==> config.mk <==
export PLATFORM = sky130hd
export DESIGN_NAME = tlts_ram
export DESIGN_NICKNAME = d
export VERILOG_FILES = /design/src/rtl/core/tlts_ram.sv
export SDC_FILE = /design/constraint.sdc
export NUM_CORES = 2
export LEC_CHECK = 0
export ABC_AREA = 1
export ABC_CLOCK_PERIOD_IN_PS = 2700
export BUFFER_PORTS_ARGS = -buffer_cell sky130_fd_sc_hd__buf_4
export CAP_MARGIN = 20
export CORE_MARGIN = 3
export CORE_UTILIZATION = 47
export CTS_BUF_LIST = sky130_fd_sc_hd__clkbuf_4
export CTS_CLUSTER_DIAMETER = 150
export DETAILED_ROUTE_END_ITERATION = 8
export PLACE_DENSITY = 0.64
export SLEW_MARGIN = 15
export SYNTH_ARGS = -nofsm -noshare
export SYNTH_HDL_FRONTEND = slang
export SYNTH_SLANG_ARGS = --single-unit
==> constraint.sdc <==
create_clock -name clk -period 2.7 [get_ports clk]
set_clock_uncertainty 0.1 [all_clocks]
set_input_delay 0.405 -clock clk [delete_from_list [all_inputs] [get_ports clk]]
set_output_delay 0.405 -clock clk [all_outputs]
set_load 0.02 [all_outputs]
==> src/rtl/core/tlts_ram.sv <==
`timescale 1ns / 1ps
`default_nettype none

module tlts_ram #(
  parameter int WIDTH = 8,
  parameter int DEPTH = 256
) (
  input  wire logic                     clk,
  input  wire logic                     we,
  input  wire logic [$clog2(DEPTH)-1:0] waddr,
  input  wire logic [WIDTH-1:0]         wdata,
  input  wire logic [$clog2(DEPTH)-1:0] raddr,
  output logic      [WIDTH-1:0]         rdata
);

  logic [WIDTH-1:0] mem [DEPTH];

  // One write port, one registered read port
  always_ff @(posedge clk) begin
    if (we) begin
      mem[waddr] <= wdata;
    end
    rdata <= mem[raddr];
  end

endmodule

`default_nettype wire

==> flow_summary.ini <==
[status]
violations = setup timing
status = complete, but fails checks

[flow_run]
cap_violations = 0

[final_layout]
final_cell_area_mm2 = 0.0968
syn_to_final_growth_pct = 16.0
nNetsFinal = 7687
fill_cells = 14700
drive_above_1_share_pct = 17.3

[global_route]
grt_pass1_vias = 57100
grt_max_degree = 90
grt_overflow_total = 0
track_usage_pct = 26.5
grt_pass1_wl_um = 360000
grt_antenna_before_repair = 7

[setup_path]
end_kind = flop
r2r_start = mem[191][0]
worstSetupPathType = in -> reg
crit_fanout = 73
r2r_end = rdata[0]
r2r_setup_slack_ps = 70
critPathArrivalTime_ps = 3800
rr_worst_depth = 11
required_ps = 3770
startpoint_type = primary input

[synth]
synth_edf_count = 2048
async_flop_share_pct = 0
yosysUniqueCellTypes = 14
syn-num-nets = 7029
ys_top_cells_by_area = edfxtp_1 (74%), nand3_1 (12%), nand2_1 (9.6%)
yosysMostFrequentCell = nand2_1
synth_top_area_share_pct = 73.7
syn_area_mm2 = 0.0834
ys.flop_type = edfxtp_1
synth_common_cells = nand2_1 (2123), edfxtp_1 (2048), nand3_1 (2019)
ys_ff_latch = 2056
synth-seq-area-share_pct = 73.9
netlist_instances = 7003
syn_area_per_cell_um2 = 11.9
synth_top_area_cell = edfxtp_1
yosysWarnings = 0

[routing]
drtAntennaViolNets = 0
wl_per_cell_um = 23.6
drc_errors = 0
vias = 58600
wl_um = 244000
drt_iter0_drc = 7228
drt_pass1_iterations = 6
routed_via_density = 5.67

[clock_tree]
clockBufferDepth = 4
clk_latency_ps = 1370
clkSlewWorstSetupHoldPaths_ps = 60
cts_tree = built
cts_num_sinks = 2056
cts_buffers = 542
cts-root-buf = clkbuf_4
htreeDepth = 6

[hold_path]
hold_end = mem[56][5]
hold_path_startpoint = wdata[5]
hp-class = in -> reg
whs_path_depth = 3

[pwr]
peakVddDrop_v = 0.000476
powerDensity_mw_per_mm2 = 685
p_leak_nw = 35.1
power_mw = 66.3

[floorplan]
start_util_pct = 47.6
dieArea_mm2 = 0.183
row_count = 153
die_h_um = 427
coreArea_mm2 = 0.175
die_w_um = 427
ioPinCount = 34

[placement]
placed_area_mm2 = 0.0894
gp_congestion = 0.903
port_buffers = 33
pre_cts_slack_ps = -254
post-dp-hpwl_um = 142000

[timing]
timing.fmax_mhz = 366
hold_violations = 0
setup_viol = 1
max-slew-margin-rel_pct = 34.9
min_period_over_period_pct = 101
tightestPinTransition_ps = 975
maxSlewViolCount = 0
grt_setup_unrepaired = false
worst_slack_ps = -35.2
layout_min_cycle_time_ps = 2740
==> where the power goes <==
part | leakage, nW | switching (mW) | internal (mW)
registers | 18.5 | 0.0417 | 35.2
logic | 12.7 | 3.26 | 1.31
clock network | 3.97 | 12.4 | 14.2
total | 35.1 | 15.7 | 50.6
==> cells in the final DEF (no fill, tap or decap), drive strengths merged <==
| master | netlist | layout |
|---|---|---|
| nand2 | 2123 | 2123 |
| dfxtp | 8 | 8 |
| buf | 371 | 543 |
| nor2 | 283 | 283 |
| bufinv | 0 | 10 |
| edfxtp | 2048 | 2048 |
| clkinvlp | 0 | 1 |
| clkbuf | 112 | 786 |
| clkinv | 0 | 72 |
| inv | 39 | 59 |
| dlygate4sd3 | 0 | 50 |
| diode | 0 | 7 |
| nand3 | 2019 | 2019 |
==> worst max path at each step <==
stage                        to         from  cells past startpoint
floorplan           mem[162][0]           we                      4
global placement       rdata[3]     raddr[0]                     13
detailed placement     rdata[1]     raddr[0]                     14
CTS                    rdata[4]     raddr[0]                     15
global route           rdata[3]  mem[159][3]                     12
finish                 rdata[0]     raddr[1]                     14
==> registers in the layout, summed over array words and instances (netlist names) <==
register and flops:
mem 2048, rdata 8
==> per-stage QoR <==
step	instances	util (%)	setup TNS, ps	hold WS [ps]
global placement	9380	51.0	-1330	609
floorplan	7003	-	0	404
detailed placement	9380	51.0	-1410	618
finish	10300	55.2	-35.2	132
global route	10300	55.2	0	52.1
CTS	10300	55.1	0	4.89
==> cell families after synthesis <==
logic type             after synthesis  share of synthesized area [%]
buffers and inverters              522                           3.12
flip-flops                        2056                           73.9
AND/OR/NAND/NOR                   4425                           22.9
==> area by class of cell <==
type / instances / area (um^2) / area share, %
clock inverters: 102 / 672 / 0.694
multi-input cells: 4425 / 19100 / 19.8
diodes: 7 / 17.5 / 0.0181
inverters: 39 / 190 / 0.197
clock buffers: 783 / 5880 / 6.08
repair inverters: 1 / 11.3 / 0.0116
flip-flops and latches: 2056 / 61700 / 63.7
well taps: 2325 / 2910 / 3.01
repair buffers: 596 / 6260 / 6.48
==> what timing repair did <==
action	in CTS	in global routing
endpoints found under the setup margin	2	3
cloned	0	4
setup buffers	0	2
resized for setup	2	10
pin swaps	0	0
hold buffers	56	0
endpoints found under the hold margin	4084	0
==> worst max-delay path, stage by stage <==
cell	delay, ps
dlygate4sd3_1	560
buf_8	180
inv_8	230
buf_12	370
nand3_1	130
nand3_1	160
nand3_1	180
nand3_1	170
nand3_1	190
nand3_1	350
nand2_1	90
nand2_1	70
nand2_1	70
dlygate4sd3_1	550
==> routing by layer <==
layer	GRT usage [%]	up-vias	wire, um
li1	-	26500	-
met1	36.1	28400	96000
met2	40.7	3203	112000
met3	5.82	497	24900
met4	12.3	0	10300
met5	0	-	0
Power figures use the tool's default switching activity.
