<file path="config.mk">
export PLATFORM = sky130hd
export DESIGN_NAME = tlts_lookup
export DESIGN_NICKNAME = d
export VERILOG_FILES = /design/src/rtl/core/tlts_pkg.sv /design/src/rtl/core/tlts_lookup.sv
export SDC_FILE = /design/constraint.sdc
export NUM_CORES = 1
export LEC_CHECK = 0
export ABC_AREA = 1
export BUFFER_PORTS_ARGS = -buffer_cell sky130_fd_sc_hd__clkbuf_2
export CAP_MARGIN = 0
export CORE_ASPECT_RATIO = 0.75
export CORE_MARGIN = 4
export CORE_UTILIZATION = 40
export DETAILED_ROUTE_END_ITERATION = 6
export GPL_TIMING_DRIVEN = 0
export MAX_ROUTING_LAYER = met4
export PLACE_DENSITY = 0.83
export SYNTH_ARGS = -nofsm -noshare
export SYNTH_HDL_FRONTEND = slang
export SYNTH_SLANG_ARGS = --single-unit
</file>
<file path="constraint.sdc">
create_clock -name vclk -period 5.4
set_clock_uncertainty 0.2 [all_clocks]
set_input_delay 0.81 -clock vclk [all_inputs]
set_output_delay 0.81 -clock vclk [all_outputs]
set_load 0.01 [all_outputs]
</file>
<file path="src/rtl/core/tlts_pkg.sv">
`timescale 1ns / 1ps
`default_nettype none

package tlts_pkg;

  // Fixed field widths
  localparam int ADDR_W          = 32;
  localparam int EV_TAG_W        = 18;
  localparam int CNT_W           = 32;
  localparam int WAYS            = 2;

  // Defaults for the top-level parameters
  localparam int SETS_DEF        = 256;
  localparam int OFFSET_BITS_DEF = 6;

  // One access beat
  typedef struct packed {
    logic [ADDR_W-1:0] address;
    logic              is_write;
  } in_beat_t;

  // One result beat
  typedef struct packed {
    logic                hit;
    logic                way_used;
    logic                dirty_evicted;
    logic [EV_TAG_W-1:0] evicted_tag;
    logic [CNT_W-1:0]    access_count;
    logic [CNT_W-1:0]    hit_count;
    logic [CNT_W-1:0]    writeback_count;
  } out_beat_t;

  // Per-set status word kept in the status RAM
  typedef struct packed {
    logic            lru;
    logic [WAYS-1:0] valid;
    logic [WAYS-1:0] dirty;
  } set_status_t;

  // Lookup outcome handed from the lookup logic to the top level
  typedef struct packed {
    logic                hit;
    logic                way;
    logic                dirty_ev;
    logic [EV_TAG_W-1:0] ev_tag;
  } lookup_res_t;

endpackage

`default_nettype wire

</file>
<file path="src/rtl/core/tlts_lookup.sv">
`timescale 1ns / 1ps
`default_nettype none

module tlts_lookup #(
  parameter int TAG_W = 18
) (
  input  wire logic [2*TAG_W-1:0]         tags,
  input  wire tlts_pkg::set_status_t      status,
  input  wire logic [TAG_W-1:0]           tag,
  input  wire logic                       is_write,
  output tlts_pkg::lookup_res_t           res,
  output tlts_pkg::set_status_t           status_nxt,
  output logic      [2*TAG_W-1:0]         tags_nxt
);

  import tlts_pkg::*;

  logic [TAG_W-1:0]          tag0;
  logic [TAG_W-1:0]          tag1;
  logic                      match0;
  logic                      match1;
  logic                      hit;
  logic                      way;
  logic [TAG_W-1:0]          victim_tag;
  logic                      dirty_ev;
  logic [TAG_W+EV_TAG_W-1:0] ev_wide;

  assign tag0 = tags[TAG_W-1:0];
  assign tag1 = tags[2*TAG_W-1:TAG_W];

  // Parallel compare of both ways; way 0 wins a double match
  assign match0 = status.valid[0] && (tag0 == tag);
  assign match1 = status.valid[1] && (tag1 == tag);
  assign hit    = match0 || match1;
  assign way    = match0 ? 1'b0 : (match1 ? 1'b1 : status.lru);

  // Victim on a miss
  assign victim_tag = way ? tag1 : tag0;
  assign dirty_ev   = !hit && status.valid[way] && status.dirty[way];
  assign ev_wide    = {{EV_TAG_W{1'b0}}, victim_tag};

  assign res.hit      = hit;
  assign res.way      = way;
  assign res.dirty_ev = dirty_ev;
  assign res.ev_tag   = dirty_ev ? ev_wide[EV_TAG_W-1:0] : '0;

  // Next status and tags for the set
  always_comb begin
    status_nxt     = status;
    tags_nxt       = tags;
    status_nxt.lru = ~way;
    if (hit) begin
      if (is_write) begin
        status_nxt.dirty[way] = 1'b1;
      end
    end else begin
      status_nxt.valid[way] = 1'b1;
      status_nxt.dirty[way] = is_write;
      if (way) begin
        tags_nxt[2*TAG_W-1:TAG_W] = tag;
      end else begin
        tags_nxt[TAG_W-1:0] = tag;
      end
    end
  end

endmodule

`default_nettype wire
</file>
==> impl_metrics.yaml <==
die:
  start_util_pct: 41.40
  die_h_um: 66.89
  die_area_sq_um: 5786
  ios: 122
  core_area_sq_um: 4467
  die_w_um: 86.51
  rows: 21
critical_path:
  worstPathArrival_ns: 2.66
  path_cells: "clkbuf_2, xnor2_1, nand2_1, nor2_1, nand3_2, nand3_1, clkbuf_1, nand2_1, o21ai_0, clkbuf_2"
  crit_fanout: 10
  critPathTopFamily: "buffers and inverters"
  slowest_stage: "clkbuf_1"
  critPathMaxStageDelay_ns: 0.45
  cp.required_ns: 4.39
  path_class: "in -> out"
  end_kind: "output pin"
  cp-start-kind: "primary input"
  crit_buf_inv: 3
  crit_start: "tag[8]"
detailed_routing:
  viasPerCell: 4.844
  drc: 0
  drt-initial-drc-count: 183
  drt_pass1_iterations: 4
  wl_mm: 7.767
  drtAntennaViolNets: 0
  vias: 2926
  wire_per_inst_um: 12.86
yosys:
  syn_area_sq_um: 1849
  synthAdderAreaFrac_pct: 0
  avgSynthCellArea_sq_um: 4.351
  synth_top_family_by_area: "simple AND/OR/NAND/NOR gates"
  yosys.area.top_type_share_pct: 38.57
  synth_compound_area_share_pct: 12.72
  synth.distinct_cells: 24
  synth_area_leaders: "nand2_1 (39%), inv_1 (13%), o21ai_0 (9.2%)"
  synth_cells: 425
  ys_seq_area_share_pct: 0
  synth_xor_area_share_pct: 1.894
  yosysTopAreaCell: "nand2_1"
  synthSimpleGateAreaFrac_pct: 63.73
  ys_warn_count: 0
  muxShareOfSynthArea_pct: 0
  synth_nets: 485
finish:
  regArea_sq_um: 0
  final_cell_mix: "nand2_1 (190), clkbuf_2 (123), inv_1 (65)"
  seq_cell_count: 0
  postLayoutCellArea_sq_um: 2531
  area_growth_pct: 36.87
  diodes: 0
  drive_above_1_share_pct: 30.16
  nets: 609
  n_fill_cell: 513
  clock_buffers: 0
  layout_commonest_cell: "nand2_1"
clock_network:
  hold_buffers: 0
  ctsResizeCount: 0
  postCtsSetupRepairBufs: 0
grt:
  grt_pass1_wl_mm: 11.92
  grt_max_degree: 11
  first_global_vias: 2458
  grt_usage_pct: 26.59
  overflow: 0
  antenna_found_initial: 0
sta:
  finalSetupTns_ns: 0
  maxSlewViolCount: 0
  min_period_over_period_pct: 67.99
  rsz0062_at_grt: "false"
  slew_headroom_pct: 62.82
  tightest_slew_ns: 0.5576
  finalSetupViolations: 0
  finalWorstPathRequiredPeriod_ns: 3.671
  hold_violations: 0
  fmax_ghz: 0.2724
place:
  dpl-instance-area_sq_um: 2531
  gp_congestion: 1.012
  io_buffers: 122
  place_hpwl_mm: 6.526
job:
  maxCapViolCount: 0
worst_hold_path:
  min_path_type: "in -> out"
  min_from: "status[0]"
outcome:
  status: "completed"
power:
  p_leak_nw: 1.761
  peakVddDrop_uv: 39.98
  powerDensity_nw_per_um2: 85.30
-- report_power, final --
group / internal [mW] / leakage [nW] / switching [mW]
clock: 0 / 0 / 0
combinational: 0.0809 / 1.76 / 0.135
sequential: 0 / 0 / 0
-- final timing paths --
kind,end,cells after the start
min,status_nxt[0],4
max,tags_nxt[17],10
-- worst min-delay path, stage by stage --
cell and delay [ns]:
clkbuf_2 0.09, nand2_1 0.04, o21ai_0 0.06, clkbuf_2 0.13
-- area by class of cell --
| cell class | count | area [sq um] | share of cell area (%) |
|---|---|---|---|
| multi-input combinational | 333 | 1449 | 57.24 |
| timing repair buffer | 122 | 610.6 | 24.12 |
| inverter | 74 | 277.8 | 10.97 |
| buffer | 18 | 122.6 | 4.844 |
| tap | 57 | 71.32 | 2.818 |
-- per-stage QoR --
step	worst slack [ns]	util, %	power, mW	instances	hold WS [ns]
after global routing	1.599	56.67	0.2421	604	1.767
after global placement	1.766	56.67	0.2117	604	1.738
after detailed placement	1.783	56.67	0.2141	604	1.742
final	1.729	56.67	0.2159	604	1.738
after CTS	1.768	56.67	0.2149	604	1.744
after floorplan	2.328	-	0.1220	425	1.541
-- synth_stat cells --
library cell,n
nand3_1,25
nor2_2,10
buf_6,2
nor4_1,2
nand3b_1,1
clkbuf_2,1
clkbuf_1,2
buf_2,4
nand2_4,1
or2_2,1
nor3_1,2
inv_1,65
nor3b_1,1
a21oi_1,2
nand2_2,3
nand3_2,3
o21ai_0,34
buf_4,9
inv_2,9
nor2_1,38
xnor2_1,4
nand2_1,190
nand4_1,5
o21ai_1,11
-- layer usage --
metal	track usage (%)	wire length, um	up-vias
met5	-	0	-
met4	2.529	79	0
met3	1.360	687	8
met2	41.98	3308	138
met1	38.60	3692	1252
li1	-	-	1528
-- logic make-up (layout without fill, tap and decap cells) --
family / after synthesis / in the layout
xor gates and xnor gates: 4 / 4
buffers and inverters: 92 / 214
and+or+nand+nor: 282 / 282
AOI/OAI and AO/OA: 47 / 47
Note: power is estimated with default switching activity, not from simulation.
